===== src/rtl/assert_macros.svh =====
// Assertion macros used by the top-level RTL file of the PPM frame decoder.
`ifndef ASSERT_MACROS_SVH
`define ASSERT_MACROS_SVH

// Same-cycle implication, checked outside reset.
`define AST_IMPL(lbl, clk, rst_n, ante, cons, msg) \
    lbl: assert property (@(posedge clk) disable iff (!rst_n) (ante) |-> (cons)) \
        else $error(msg);

// Next-cycle implication, checked outside reset.
`define AST_NEXT(lbl, clk, rst_n, ante, cons, msg) \
    lbl: assert property (@(posedge clk) disable iff (!rst_n) (ante) |=> (cons)) \
        else $error(msg);

`endif


===== src/rtl/ppmfd_pkg.sv =====
// Types and constants shared by the PPM frame decoder modules.
package ppmfd_pkg;

    localparam int unsigned GAP_W      = 8;
    localparam int unsigned COARSE_W   = 32;
    localparam int unsigned FINE_W     = 8;
    localparam int unsigned SLOT_W     = 3;
    localparam int unsigned INTERVAL_W = 32;
    localparam int unsigned SYNC_W     = 8;
    localparam int unsigned IN_DATA_W  = 48;
    localparam int unsigned OUT_DATA_W = 48;
    localparam logic [GAP_W-1:0] SYNC_GAP_RESET = 8'd30;

    typedef enum logic [0:0] {
        ACT_EDGE = 1'b0,
        ACT_READ = 1'b1
    } action_t;

    typedef enum logic [1:0] {
        KIND_IGNORED = 2'd0,
        KIND_SYNC    = 2'd1,
        KIND_STORED  = 2'd2,
        KIND_READ    = 2'd3
    } event_kind_t;

    // Result of one word as decided by the frame tracker.
    typedef struct packed {
        event_kind_t             kind;
        logic [SLOT_W-1:0]       slot_index;
        logic [INTERVAL_W-1:0]   interval;
        logic [SYNC_W-1:0]       sync_total;
        logic                    wr_en;
    } ppmfd_evt_t;

endpackage


===== src/rtl/ppmfd_ram.sv =====
// Generic single-write, single-read RAM with registered read data.
module ppmfd_ram #(
    parameter int unsigned WIDTH  = 32,
    parameter int unsigned DEPTH  = 8,
    parameter int unsigned ADDR_W = (DEPTH > 1) ? $clog2(DEPTH) : 1
) (
    input  logic              aclk,
    input  logic              wr_en,
    input  logic [ADDR_W-1:0] wr_addr,
    input  logic [WIDTH-1:0]  wr_data,
    input  logic              rd_en,
    input  logic [ADDR_W-1:0] rd_addr,
    output logic [WIDTH-1:0]  rd_data
);

    logic [WIDTH-1:0] mem_reg [DEPTH];
    logic [WIDTH-1:0] rd_data_reg;

    always_ff @(posedge aclk) begin
        if (wr_en) begin
            mem_reg[wr_addr] <= wr_data;
        end
        if (rd_en) begin
            rd_data_reg <= mem_reg[rd_addr];
        end
    end

    assign rd_data = rd_data_reg;

endmodule


===== src/rtl/ppmfd_track.sv =====
// Frame tracker: sync detection, slot pointer, last edge time and sync count.
module ppmfd_track
    import ppmfd_pkg::*;
#(
    parameter int unsigned CHANNELS = 8,
    parameter int unsigned ADDR_W   = (CHANNELS > 1) ? $clog2(CHANNELS) : 1
) (
    input  logic                  aclk,
    input  logic                  aresetn,
    input  logic                  cfg_wr_en,
    input  logic [GAP_W-1:0]      cfg_wr_data,
    input  logic                  accept,
    input  action_t               action,
    input  logic [COARSE_W-1:0]   coarse_time,
    input  logic [FINE_W-1:0]     fine_time,
    input  logic [SLOT_W-1:0]     read_slot,
    output ppmfd_evt_t            evt,
    output logic [ADDR_W-1:0]     wr_addr
);

    localparam int unsigned PTR_W = $clog2(CHANNELS + 1);

    logic [GAP_W-1:0]    sync_gap_reg,    sync_gap_next;
    logic [COARSE_W-1:0] last_coarse_reg, last_coarse_next;
    logic [FINE_W-1:0]   last_fine_reg,   last_fine_next;
    logic                in_sync_reg,     in_sync_next;
    logic [PTR_W-1:0]    next_slot_reg,   next_slot_next;
    logic [SYNC_W-1:0]   sync_cnt_reg,    sync_cnt_next;

    logic [COARSE_W-1:0]   gap;
    logic                  is_sync;
    logic                  slots_full;
    logic [INTERVAL_W-1:0] now_ticks;
    logic [INTERVAL_W-1:0] then_ticks;
    logic [4:0]            slot_wide;

    assign gap        = coarse_time - last_coarse_reg;
    assign is_sync    = gap > COARSE_W'(sync_gap_reg);
    assign slots_full = next_slot_reg >= PTR_W'(CHANNELS);
    assign now_ticks  = {coarse_time[COARSE_W-FINE_W-1:0], FINE_W'(0)} + INTERVAL_W'(fine_time);
    assign then_ticks = {last_coarse_reg[COARSE_W-FINE_W-1:0], FINE_W'(0)}
                        + INTERVAL_W'(last_fine_reg);
    assign slot_wide  = 5'(next_slot_reg);
    assign wr_addr    = slot_wide[ADDR_W-1:0];

    always_comb begin
        sync_gap_next    = cfg_wr_en ? cfg_wr_data : sync_gap_reg;
        last_coarse_next = last_coarse_reg;
        last_fine_next   = last_fine_reg;
        in_sync_next     = in_sync_reg;
        next_slot_next   = next_slot_reg;
        sync_cnt_next    = sync_cnt_reg;

        evt.kind       = KIND_IGNORED;
        evt.slot_index = '0;
        evt.interval   = '0;
        evt.sync_total = sync_cnt_reg;
        evt.wr_en      = 1'b0;

        if (action == ACT_READ) begin
            evt.kind       = KIND_READ;
            evt.slot_index = read_slot;
        end else if (is_sync) begin
            evt.kind         = KIND_SYNC;
            evt.sync_total   = sync_cnt_reg + 1'b1;
            sync_cnt_next    = sync_cnt_reg + 1'b1;
            in_sync_next     = 1'b1;
            next_slot_next   = '0;
            last_coarse_next = coarse_time;
            last_fine_next   = fine_time;
        end else if (in_sync_reg && !slots_full) begin
            evt.kind         = KIND_STORED;
            evt.slot_index   = slot_wide[SLOT_W-1:0];
            evt.interval     = now_ticks - then_ticks;
            evt.wr_en        = accept;
            next_slot_next   = next_slot_reg + 1'b1;
            last_coarse_next = coarse_time;
            last_fine_next   = fine_time;
        end
    end

    always_ff @(posedge aclk) begin
        if (!aresetn) begin
            sync_gap_reg    <= SYNC_GAP_RESET;
            last_coarse_reg <= '0;
            last_fine_reg   <= '0;
            in_sync_reg     <= 1'b0;
            next_slot_reg   <= '0;
            sync_cnt_reg    <= '0;
        end else begin
            sync_gap_reg <= sync_gap_next;
            if (accept) begin
                last_coarse_reg <= last_coarse_next;
                last_fine_reg   <= last_fine_next;
                in_sync_reg     <= in_sync_next;
                next_slot_reg   <= next_slot_next;
                sync_cnt_reg    <= sync_cnt_next;
            end
        end
    end

endmodule


===== src/rtl/ppm_frame_decoder_top.sv =====
// PPM frame decoder: accepts one word per cycle unless a stalled output backs up stage one.
// The interval RAM has one write and one read port.
// Results pass through the RAM read register and the output register on the way to m_tvalid.
// Reset (aresetn low, synchronous) clears the tracker, the output stage and the
// per-slot valid bits at once, so unwritten slots read as zero with no clearing pass.
`include "assert_macros.svh"
module ppm_frame_decoder_top
    import ppmfd_pkg::*;
#(
    parameter int unsigned CHANNELS = 8
) (
    input  logic                  aclk,
    input  logic                  aresetn,
    input  logic                  cfg_wr_en,
    input  logic [GAP_W-1:0]      cfg_wr_data,
    input  logic                  s_tvalid,
    output logic                  s_tready,
    input  logic [IN_DATA_W-1:0]  s_tdata,   // coarse_time, fine_time, read_slot, zero pad
    input  logic                  s_tuser,   // action
    output logic                  m_tvalid,
    input  logic                  m_tready,
    output logic [OUT_DATA_W-1:0] m_tdata,   // slot_index, pulse_interval, sync_total, zero pad
    output logic [1:0]            m_tuser    // event_kind
);

    localparam int unsigned ADDR_W = (CHANNELS > 1) ? $clog2(CHANNELS) : 1;

    logic                  accept;
    action_t               action;
    logic [COARSE_W-1:0]   coarse_time;
    logic [FINE_W-1:0]     fine_time;
    logic [SLOT_W-1:0]     read_slot;
    ppmfd_evt_t            evt;
    logic [ADDR_W-1:0]     wr_addr;
    logic [4:0]            rd_wide;
    logic                  rd_in_range;
    logic [ADDR_W-1:0]     rd_addr;
    logic                  rd_hit;
    logic [INTERVAL_W-1:0] rd_data;
    logic                  out_free;

    logic [CHANNELS-1:0]   slot_valid_reg, slot_valid_next;
    logic                  st1_valid_reg,  st1_valid_next;
    ppmfd_evt_t            st1_evt_reg;
    logic                  st1_hit_reg;
    logic                  out_valid_reg,  out_valid_next;
    event_kind_t           out_kind_reg;
    logic [SLOT_W-1:0]     out_slot_reg;
    logic [INTERVAL_W-1:0] out_interval_reg;
    logic [SYNC_W-1:0]     out_sync_reg;
    logic [INTERVAL_W-1:0] st1_interval;

    assign action      = action_t'(s_tuser);
    assign coarse_time = s_tdata[31:0];
    assign fine_time   = s_tdata[39:32];
    assign read_slot   = s_tdata[42:40];

    // Stage one may only hold a word while it waits for the output register.
    // No word is taken while reset is held, since the tracker would drop it.
    assign out_free = !out_valid_reg || m_tready;
    assign s_tready = aresetn && (out_free || !st1_valid_reg);
    assign accept   = s_tvalid && s_tready;

    ppmfd_track #(
        .CHANNELS (CHANNELS),
        .ADDR_W   (ADDR_W)
    ) u_track (
        .aclk        (aclk),
        .aresetn     (aresetn),
        .cfg_wr_en   (cfg_wr_en),
        .cfg_wr_data (cfg_wr_data),
        .accept      (accept),
        .action      (action),
        .coarse_time (coarse_time),
        .fine_time   (fine_time),
        .read_slot   (read_slot),
        .evt         (evt),
        .wr_addr     (wr_addr)
    );

    assign rd_wide     = 5'(read_slot);
    assign rd_in_range = rd_wide < 5'(CHANNELS);
    assign rd_addr     = rd_wide[ADDR_W-1:0];
    assign rd_hit      = rd_in_range && slot_valid_reg[rd_addr];

    // A write and a read never come from the same word, and a write lands at the edge that
    // accepts its word, before any later read is issued, so no forwarding is needed.
    ppmfd_ram #(
        .WIDTH  (INTERVAL_W),
        .DEPTH  (CHANNELS),
        .ADDR_W (ADDR_W)
    ) u_ram (
        .aclk    (aclk),
        .wr_en   (evt.wr_en),
        .wr_addr (wr_addr),
        .wr_data (evt.interval),
        .rd_en   (accept && (action == ACT_READ)),
        .rd_addr (rd_addr),
        .rd_data (rd_data)
    );

    always_comb begin
        slot_valid_next = slot_valid_reg;
        if (evt.wr_en) begin
            slot_valid_next[wr_addr] = 1'b1;
        end
    end

    assign st1_interval = (st1_evt_reg.kind == KIND_READ)
                          ? (st1_hit_reg ? rd_data : '0)
                          : st1_evt_reg.interval;

    always_comb begin
        st1_valid_next = st1_valid_reg;
        if (accept) begin
            st1_valid_next = 1'b1;
        end else if (out_free) begin
            st1_valid_next = 1'b0;
        end
        out_valid_next = out_valid_reg;
        if (out_free) begin
            out_valid_next = st1_valid_reg;
        end
    end

    always_ff @(posedge aclk) begin
        if (!aresetn) begin
            slot_valid_reg <= '0;
            st1_valid_reg  <= 1'b0;
            out_valid_reg  <= 1'b0;
        end else begin
            slot_valid_reg <= slot_valid_next;
            st1_valid_reg  <= st1_valid_next;
            out_valid_reg  <= out_valid_next;
        end
    end

    always_ff @(posedge aclk) begin
        if (accept) begin
            st1_evt_reg <= evt;
            st1_hit_reg <= rd_hit;
        end
        if (out_free && st1_valid_reg) begin
            out_kind_reg     <= st1_evt_reg.kind;
            out_slot_reg     <= st1_evt_reg.slot_index;
            out_interval_reg <= st1_interval;
            out_sync_reg     <= st1_evt_reg.sync_total;
        end
    end

    assign m_tvalid = out_valid_reg;
    assign m_tuser  = out_kind_reg;
    assign m_tdata  = {5'd0, out_sync_reg, out_interval_reg, out_slot_reg};

    `AST_IMPL(a_stall_only_when_full, aclk, aresetn, !s_tready,
              st1_valid_reg && out_valid_reg && !m_tready,
              "input stalled although the pipeline has room")
    `AST_NEXT(a_rd_data_held, aclk, aresetn, st1_valid_reg && !out_free,
              $stable(rd_data), "RAM read data changed under a stalled word")
    `AST_IMPL(a_sync_fields_zero, aclk, aresetn,
              out_valid_reg && (out_kind_reg == KIND_SYNC || out_kind_reg == KIND_IGNORED),
              out_slot_reg == '0 && out_interval_reg == '0,
              "sync or ignored result carries a slot or an interval")
    `AST_IMPL(a_write_in_range, aclk, aresetn, evt.wr_en,
              32'(wr_addr) < CHANNELS && accept,
              "interval written outside the slot range or without a word")

endmodule

===== config.mk =====
export PLATFORM = sky130hd
export DESIGN_NAME = ppm_frame_decoder_top
export DESIGN_NICKNAME = d
export VERILOG_FILES = /design/src/rtl/ppmfd_pkg.sv /design/src/rtl/ppmfd_ram.sv /design/src/rtl/ppmfd_track.sv /design/src/rtl/ppm_frame_decoder_top.sv
export VERILOG_INCLUDE_DIRS = /design/src /design/src/rtl
export SDC_FILE = /design/constraint.sdc
export NUM_CORES = 1
export LEC_CHECK = 0
export BUFFER_PORTS_ARGS = -buffer_cell sky130_fd_sc_hd__buf_2
export CAP_MARGIN = 20
export CORE_UTILIZATION = 64
export CTS_BUF_LIST = sky130_fd_sc_hd__clkbuf_4
export DETAILED_ROUTE_END_ITERATION = 16
export PLACE_DENSITY_LB_ADDON = 0.1
export SETUP_SLACK_MARGIN = 0.05
export SLEW_MARGIN = 10
export SYNTH_ARGS = -nofsm -noshare
export SYNTH_HDL_FRONTEND = slang
export SYNTH_SLANG_ARGS = --single-unit

===== constraint.sdc =====
create_clock -name aclk -period 9.3 [get_ports aclk]
set_input_delay 0.465 -clock aclk [delete_from_list [all_inputs] [get_ports aclk]]
set_output_delay 0.465 -clock aclk [all_outputs]
set_load 0.02 [all_outputs]

==> results of run 1 <==
[routing by layer]
metal  GRT usage (%)  vias to the layer above  part of all wire (%)
met2            49.7                      505                    49
met4            11.2                        2                   2.4
li1                -                     6574                     -
met3            4.62                       85                   6.3
met1            38.5                     6863                    42
met5               0                        -                 0.027
[stage by stage]
step                      util [%]  hold WS, ps  setup slack (ps)
after floorplan                  -          400              1820
after global placement        68.2          402              2890
after detailed placement      68.2          408              2790
after CTS                     74.1         15.5              3020
after global routing          74.1         84.7              2650
final                         74.1          110              2900
[worst max-delay path: stages]
cell and delay [ps]:
dlygate4sd3_1 530, buf_2 130, inv_1 50, ha_1 160, inv_1 80, fa_1 420
a211oi_1 320, o21ai_0 270, xnor2_1 200, ha_1 290, nand2_1 70, o31a_1 290
a31oi_1 430, and4_1 270, nand3_1 90, nor4_2 340, nand2b_1 90, or4_1 710
or3_1 480, buf_4 310, a311oi_1 830
[power by group through the flow]
| stage | logic, mW | clock network (mW) | registers (mW) |
|---|---|---|---|
| after floorplan | 0.359 | 0 | 2.26 |
| after detailed placement | 0.523 | 0 | 2.25 |
| after global routing | 0.604 | 1.68 | 2.21 |
| final | 0.551 | 1.54 | 2.21 |
| after CTS | 0.545 | 1.58 | 2.21 |
| after global placement | 0.519 | 0 | 2.25 |
[cells by family (layout without fill, tap and decap cells)]
logic type	count (synthesis)	after routing	share of synthesized area (%)
multiplexers	112	112	9.38
buffers and inverters	225	517	4.14
XOR/XNOR	53	53	2.19
AO/OA/AOI/OAI	306	306	9.26
adder cells (fa/ha/maj)	101	101	6.03
other	1	6	0.0177
AND/OR/NAND/NOR	385	385	8.62
flip-flops	450	450	60.4
[final timing paths]
check / start / end / slack [ps] / depth (start not counted)
max: s_tdata[0] / u_ram.mem_reg[7][23]$_DFFE_PP_ / 2900 / 21
min: cfg_wr_en / u_track.sync_gap_reg[4]$_SDFFE_PN1P_ / 110 / 2
max reg2reg: u_track.last_coarse_reg[0]$_SDFFE_PN0P_ / u_ram.mem_reg[7][23]$_DFFE_PP_ / 2930 / 18
min reg2reg: st1_evt_reg[8]$_DFFE_PP_ / out_sync_reg[7]$_DFFE_PP_ / 420 / 0
[layout make-up]
cell class	instances	area share, %
Sequential cell	450	53.1
Antenna cell	1	0.0104
Clock inverter	26	0.472
Timing Repair Buffer	180	5.14
Clock buffer	163	5.08
Tap cell	442	2.29
Multi-Input combinational cell	962	31.6
Inverter	148	2.30
[cells in the final DEF (no fill, tap or decap), types with 18 or more instances in the layout]
cell type and instances:
nor3_1 19, nand2_1 139, dlygate4sd3_1 57, mux4_2 66, nand3_1 60, xor2_1 18
xnor2_1 35, edfxtp_1 379, clkinv_1 19, o21a_1 19, dfxtp_1 71, ha_1 99
clkbuf_4 163, o21ai_0 74, buf_2 102, a21o_1 26, buf_4 21, mux2_2 34
nor2_1 68, o31ai_1 33, inv_1 146, a21oi_1 74
==> qor.yml, run 1 <==
status: "finished, final reports clean"
grt_pass1_vias: 14100
stdcell_count: 2372
holdBufCountCts: 57
via_count: 14000
drv_slew: 0
cellLeakagePower_nw: 8.23
clock_skew_ps: 57.6
io_pins: 114
initial_core_util_pct: 65.2
peakVddDrop_mv: 0.0918
cp_max_fo: 32
drc: 0
cts_root_buf: "clkbuf_4"
htree_levels: 3
clock-sinks: 450
cts_resized: 0
sw_frac_of_total_pct: 25.6
place_congestion: 0.916
worst_ep_arrival_time_ps: 6830
final_antenna_net_count: 0
fmaxAchievable_ghz: 0.156
cts_tree: "done"
postCtsSetupRepairBufs: 0
start_kind: "input port"
multi_input_area_um2: 7620
ys_warn_count: 0
die_h_um: 184
synthDistinctLibCells: 75
grt_pass1_wl_um: 74600
p_comb_share_pct: 12.8
dp_hpwl_um: 28800
setup_viol: 0
nFillCells: 2188
grt_max_degree: 68
drt_pass1_iterations: 5
synthFlopType: "edfxtp_1"
wl_per_cell_um: 20.2
relSlewSlack_pct: 24.9
synthesis.area_um2: 21200
max-cap-violations: 0
fin_crit_sh_pct: 68.8
ys_seq_area_share_pct: 60.4
hold_violations: 0
p_seq_share_pct: 51.4
layout_min_cycle_time_ps: 6400
clock_latency_ps: 800
wl_um: 47900
postSynth.asyncResetShare_pct: 0
coreArea_um2: 32500
syn2layout_area_growth_pct: 13.7
path_class: "input port to register"
cts.reportedPaths.clkPinSlew_ps: 60
p_per_area_nw_per_um2: 178
portBuffers: 103
die_w_um: 184
fin_area_um2: 24100
syn_inst: 1633
via_per_inst: 5.91
antenna_found_initial: 2
drtIter0Drc: 1015
cts_buffer_depth: 3
rows: 66
track_usage_pct: 29.4
p_int_mw: 3.20
yosysTopAreaCell: "edfxtp_1"
synth_most_common_cell: "edfxtp_1"
rsz0062_at_grt: "no"
timing.setup.tns_ps: 0
post_dp_cell_area_um2: 22200
grt_overflow: 0
cts_buffers: 108
largest_reg_flops: 256
required_ps: 9730
num-nets-final: 2013
tightest_slew_ps: 1130
seq_area_um2: 12800
synth_edf_count: 379
ys_ff_latch: 450
synth_commonest_cells: "379 x edfxtp_1, 147 x inv_1, 140 x nand2_1"
dp.cells: 2125
synth_top_cell_area_share_pct: 53.7
die_area_um2: 33900
synthTopCellsByArea: "edfxtp_1 54%, mux4_2 7.0%, dfxtp_1 6.7%, ha_1 5.8%, inv_1 2.6%"
cp-end-kind: "register"
syn_area_per_cell_um2: 13.0
hp-class: "input port to register"
p_sw_mw: 1.10
final_layout_size_suffix_gt1_share_pct: 21.9
finalPower_mw: 4.30
clock_power_share_pct: 35.8
Power figures use the tool's default switching activity.
==> run 2, diff against run 1 <==
Clock period 9.3 ns to 5.9 ns, I/O delays scaled along.
==> run 2 against run 1 <==
  * Sequential share of layout area decreased by 0.84 points
  * Critical path depth is 3 lower
  * Cell count increased by 1.1%
  * Worst setup slack got worse by 2500 ps
  * Flip-flop and latch count unchanged
==> qor.yml, run 2 (synthesized netlist as in run 1, its figures left out) <==
status: "finished, final reports clean"
cts_resized: 0  # unchanged
cp_slowest_cell: "or4_1"
final_layout_size_suffix_gt1_share_pct: 22.5  # +0.54 points
die_h_um: 184  # unchanged
tightest_slew_ps: 1100  # -28.7 ps
drt_pass1_iterations: 5  # unchanged
worst_ep_arrival_time_ps: 6010  # -820 ps
htree_levels: 3  # unchanged
required_ps: 6380  # -3350 ps
dp_hpwl_um: 29200  # +1.1%
grt_pass1_vias: 14300  # +1.4%
p_seq_share_pct: 50.4  # -1.0 points
fin_area_um2: 24500  # +1.6%
cts_buffers: 108  # unchanged
die_w_um: 184  # unchanged
hold_violations: 0  # unchanged
drtIter0Drc: 1040  # +2.5%
slowest_delay_ps: 540  # -290 ps
cp_top_family: "simple AND/OR/NAND/NOR gates"
multi_input_area_um2: 7680  # +0.80%
finalPower_mw: 6.89  # +60%
wl_per_cell_um: 20.1  # -0.46%
crit_chain: "ha_1, inv_1, fa_1, a211oi_1, o21ai_0, xnor2_1, ha_1, nand2_1, o31a_1, a31oi_1, and4_1, nand3_1, nor4_2, nand2b_1, or4_1, or3_1, buf_4, nor2_1"
cp_max_fo: 33  # +3.1%
rsz0062_at_grt: "no"
critical_path.most_common_cell: "ha_1"
grt_max_degree: 68  # unchanged
cts_buffer_depth: 3  # unchanged
drv_slew: 0  # unchanged
cellLeakagePower_nw: 8.42  # +2.3%
wl_um: 48200  # +0.59%
peakVddDrop_mv: 0.174  # +90%
cts.reportedPaths.clkPinSlew_ps: 70  # about the same
final_antenna_net_count: 0  # unchanged
fin_ws_ps: 369  # -2530 ps
timing.setup.tns_ps: 0  # unchanged
start_kind: "register"
coreArea_um2: 32500  # unchanged
cts_root_buf: "clkbuf_4"
clock_skew_ps: 47.8  # -9.79 ps
hp-class: "input port to register"
die_area_um2: 33900  # unchanged
grt_pass1_wl_um: 75300  # +0.92%
layout_min_cycle_time_ps: 5530
final_common_cell: "edfxtp_1"
track_usage_pct: 29.4  # about the same
initial_core_util_pct: 65.2  # unchanged
final_cell_mix: "379 x edfxtp_1, 163 x clkbuf_4, 146 x inv_1, 139 x nand2_1, 102 x buf_2"
max-cap-violations: 0  # unchanged
path_class: "register to register"
num-nets-final: 2032  # +0.94%
portBuffers: 103  # unchanged
cp-end-kind: "register"
clock_latency_ps: 800  # about the same
sw_frac_of_total_pct: 25.5  # -0.081 points
holdBufCountCts: 63  # +11%
post_dp_cell_area_um2: 22500  # +1.2%
p_comb_share_pct: 12.8  # about the same
syn2layout_area_growth_pct: 15.5
fin_crit_sh_pct: 93.8
cts_tree: "done"
via_count: 14100  # +0.35%
io_pins: 114  # unchanged
setup_viol: 0  # unchanged
p_sw_mw: 1.76  # +60%
largest_reg_flops: 256  # unchanged
relSlewSlack_pct: 26.8  # +1.9 points
nFillCells: 2136  # -2.4%
antenna_found_initial: 1  # -1
seq_area_um2: 12800  # unchanged
via_per_inst: 5.87  # -0.70%
clock-sinks: 450  # unchanged
p_per_area_nw_per_um2: 281  # +58%
p_int_mw: 5.14  # +61%
grt_overflow: 0  # unchanged
postCtsSetupRepairBufs: 0  # unchanged
fmaxAchievable_ghz: 0.181
dp_slack_ps: 300  # -2490 ps
rows: 66  # unchanged
worst_hold_slack_ps: 122  # +12.0 ps
cp_num_buf_inv: 2  # -3
clock_power_share_pct: 36.8  # +1.0 points
drc: 0  # unchanged
place_congestion: 0.920  # +0.38%
run 2: worst paths after layout:
kind | endpoint | startpoint | cells after the start | slack, ps
max reg2reg | u_ram.mem_reg[2][6]$_DFFE_PP_ | u_track.last_coarse_reg[0]$_SDFFE_PN0P_ | 18 | 370
min reg2reg | out_sync_reg[3]$_DFFE_PP_ | st1_evt_reg[4]$_DFFE_PP_ | 0 | 420
min | st1_evt_reg[43]$_DFFE_PP_ | s_tuser | 3 | 120
max | u_ram.mem_reg[2][6]$_DFFE_PP_ | u_track.last_coarse_reg[0]$_SDFFE_PN0P_ | 18 | 370
run 2: layout make-up:
class / count / area share, %
clock buffers: 163 / 4.99
flip-flops and latches: 450 / 52.3
diodes: 1 / 0.0102
well taps: 442 / 2.26
inverters: 148 / 2.27
clock inverters: 32 / 0.751
repair buffers: 199 / 6.11
multi-input cells: 962 / 31.4
run 2: tightest hold or removal path, stage by stage:
cell and delay [ps]:
buf_2 250, nand2_1 120, o21ai_1 60
run 2: per-layer routing:
layer | up-vias | wire (um) | global-route usage (%)
met3 | 77 | 3010 | 4.60
met5 | - | 0 | 0
met2 | 522 | 23900 | 49.7
li1 | 6624 | - | -
met1 | 6855 | 20400 | 39.0
met4 | 0 | 842 | 10.0
run 2: power groups by stage:
stage | clock [mW] | combinational, mW | sequential, mW
final | 2.54 | 0.882 | 3.48
after global routing | 2.75 | 0.963 | 3.48
after CTS | 2.59 | 0.870 | 3.48
after detailed placement | 0 | 0.831 | 3.54
after global placement | 0 | 0.827 | 3.54
after floorplan | 0 | 0.567 | 3.56
run 2: through the flow:
step / util [%] / cells
after floorplan: - / 1637
after global placement: 69.0 / 2138
after detailed placement: 69.0 / 2138
after CTS: 75.3 / 2396
after global routing: 75.3 / 2397
final: 75.3 / 2397
==> run 3, diff against run 2 <==
Settings changed: BUFFER_PORTS_ARGS -buffer_cell sky130_fd_sc_hd__buf_2 to -buffer_cell sky130_fd_sc_hd__buf_4.
==> run 3 against run 2 <==
  * Via count increased by 1.1%
  * First-iteration DRC count grew 7.8%
  * Core utilization grew 1.3 points
  * Register-to-register slack worse by 120 ps
  * Count of clock-buffer cells in the layout down 4
  * Global-route usage up 0.81 points
  * Sequential share of layout area down 0.86 points
  * Design area up 1.7%
  * Clock skew grew 15 ps
  * Cell count is 0.46% higher
  * Clock power is 3% higher
==> qor.yml, run 3 (synthesized netlist as in run 1, its figures left out) <==
status: "finished, final reports clean"
dp.cells: 2139  # +0.047%
via_per_inst: 5.91  # +0.63%
wl_um: 49300  # +2.5%
tightest_slew_ps: 1000  # -95.1 ps
whs_path_depth: 2  # -1
fin_ws_ps: 247  # -122 ps
track_usage_pct: 30.2  # +0.81 points
rsz0062_at_grt: "yes"
place_congestion: 0.950  # +3.3%
io_pins: 114  # unchanged
syn2layout_area_growth_pct: 17.5
drv_slew: 0  # unchanged
initial_core_util_pct: 65.2  # unchanged
cp-end-kind: "register"
clock_latency_ps: 820  # +20 ps
dp_slack_ps: 212  # -87.7 ps
hp-class: "input port to register"
final_layout_size_suffix_gt1_share_pct: 22.7  # +0.23 points
grt_overflow: 0  # unchanged
final_common_cell: "edfxtp_1"
final_antenna_net_count: 0  # unchanged
coreArea_um2: 32500  # unchanged
final_cell_mix: "379 x edfxtp_1, 159 x clkbuf_4, 146 x inv_1, 139 x nand2_1, 131 x buf_4"
layout_min_cycle_time_ps: 5650  # +122 ps
cts_root_buf: "clkbuf_4"
hold_violations: 0  # unchanged
cts_tree: "done"
largest_reg_flops: 256  # unchanged
grt_pass1_vias: 14700  # +3.4%
relSlewSlack_pct: 33.1  # +6.3 points
worst_r2r_path_depth: 18  # unchanged
worst_ep_arrival_time_ps: 6140  # +130 ps
stdcell_count: 2408  # +0.46%
path_class: "register to register"
multi_input_area_um2: 7710  # +0.31%
grt_pass1_wl_um: 76900  # +2.2%
clock-sinks: 450  # unchanged
rows: 66  # unchanged
htree_levels: 3  # unchanged
cp_max_fo: 32  # -3.0%
nFillCells: 2110  # -1.2%
cts.reportedPaths.clkPinSlew_ps: 70  # about the same
drtIter0Drc: 1121  # +7.8%
fin_area_um2: 24900  # +1.7%
wl_per_cell_um: 20.5  # +2.0%
peakVddDrop_mv: 0.178  # +2.3%
fmaxAchievable_ghz: 0.177  # -2.2%
p_per_area_nw_per_um2: 281  # about the same
post_dp_cell_area_um2: 22700  # +1.1%
finalPower_mw: 7.01  # +1.7%
setup_viol: 0  # unchanged
clock_skew_ps: 63.2  # +15.4 ps
fin_crit_sh_pct: 95.8  # +2.1 points
die_h_um: 184  # unchanged
num-nets-final: 2044  # +0.59%
drt_pass1_iterations: 5  # unchanged
grt_max_degree: 68  # unchanged
via_count: 14200  # +1.1%
worst_hold_slack_ps: 219  # +97.1 ps
drc: 0  # unchanged
die_w_um: 184  # unchanged
cts_buffers: 108  # unchanged
cellLeakagePower_nw: 8.59  # +2.0%
cts_buffer_depth: 3  # unchanged
start_kind: "register"
seq_area_um2: 12800  # unchanged
dp_hpwl_um: 30000  # +2.9%
max-cap-violations: 0  # unchanged
postCtsSetupRepairBufs: 0  # unchanged
antenna_found_initial: 1  # unchanged
die_area_um2: 33900  # unchanged
required_ps: 6390  # about the same
portBuffers: 103  # unchanged
## run 3: changes by cell type in the layout (fill, tap and decap cells not counted), sizes merged
cell / before / now
dlygate4sd3: 63 / 74
clkbuf: 163 / 159
bufinv: 2 / 4
clkinv: 28 / 30
inv: 149 / 147
buf: 136 / 137
clkinvlp: 1 / 2
## run 3: worst max-delay path: stages (launching register included)
cell and delay [ps]:
dfxtp_1 340, ha_1 170, inv_1 70, fa_1 430
a211oi_1 370, o21ai_0 270, xnor2_1 190, ha_1 280
nand2_1 70, o31a_1 290, a31oi_1 430, and4_1 280
nand3_1 90, nor4_2 330, nand2b_1 80, or4_1 550
or3_1 440, buf_12 230, nor2_1 440
## run 3: layout make-up
cell class / count / area share [%]
clock inverters: 35 / 1.02
flip-flops and latches: 450 / 51.4
well taps: 442 / 2.22
inverters: 148 / 2.23
diodes: 1 / 0.0100
repair buffers: 211 / 7.40
multi-input cells: 962 / 30.9
clock buffers: 159 / 4.79
## run 3: final timing paths
check | start | end | slack [ps]
worst max register to register | u_track.last_coarse_reg[0]$_SDFFE_PN0P_ | st1_evt_reg[29]$_DFFE_PP_ | 250
worst min-delay path | s_tdata[42] | u_ram.rd_data[19]$_DFFE_PP_ | 220
worst max-delay path | u_track.last_coarse_reg[0]$_SDFFE_PN0P_ | st1_evt_reg[29]$_DFFE_PP_ | 250
worst min register to register | st1_evt_reg[42]$_DFFE_PP_ | out_slot_reg[1]$_DFFE_PP_ | 420
## run 3: timing repair
item                                    CTS  global route
endpoints found under the setup margin    0            71
hold buffers                             74             0
resized for setup                         0             8
hold endpoints to repair                 68             0
## run 3: report_power, final
| group | switching (mW) | internal, mW | leakage [nW] | total [mW] |
|---|---|---|---|---|
| Clock | 1.21 | 1.41 | 0.853 | 2.62 |
| Combinational | 0.560 | 0.354 | 4.28 | 0.914 |
| Sequential | 0.0183 | 3.46 | 3.45 | 3.48 |
## run 3: metrics by stage
step / TNS (ps) / util (%)
after floorplan: -24.1 / -
after global placement: 0 / 69.8
after detailed placement: 0 / 69.8
after CTS: 0 / 76.5
after global routing: 0 / 76.6
final: 0 / 76.6
## run 3: per-layer routing
| layer | track usage [%] | share of wire (%) | vias to the layer above |
|---|---|---|---|
| met2 | 50.8 | 50 | 533 |
| li1 | - | - | 6632 |
| met5 | 0 | 0 | - |
| met3 | 5.51 | 6.4 | 94 |
| met4 | 12.2 | 2.6 | 0 |
| met1 | 39.0 | 41 | 6973 |
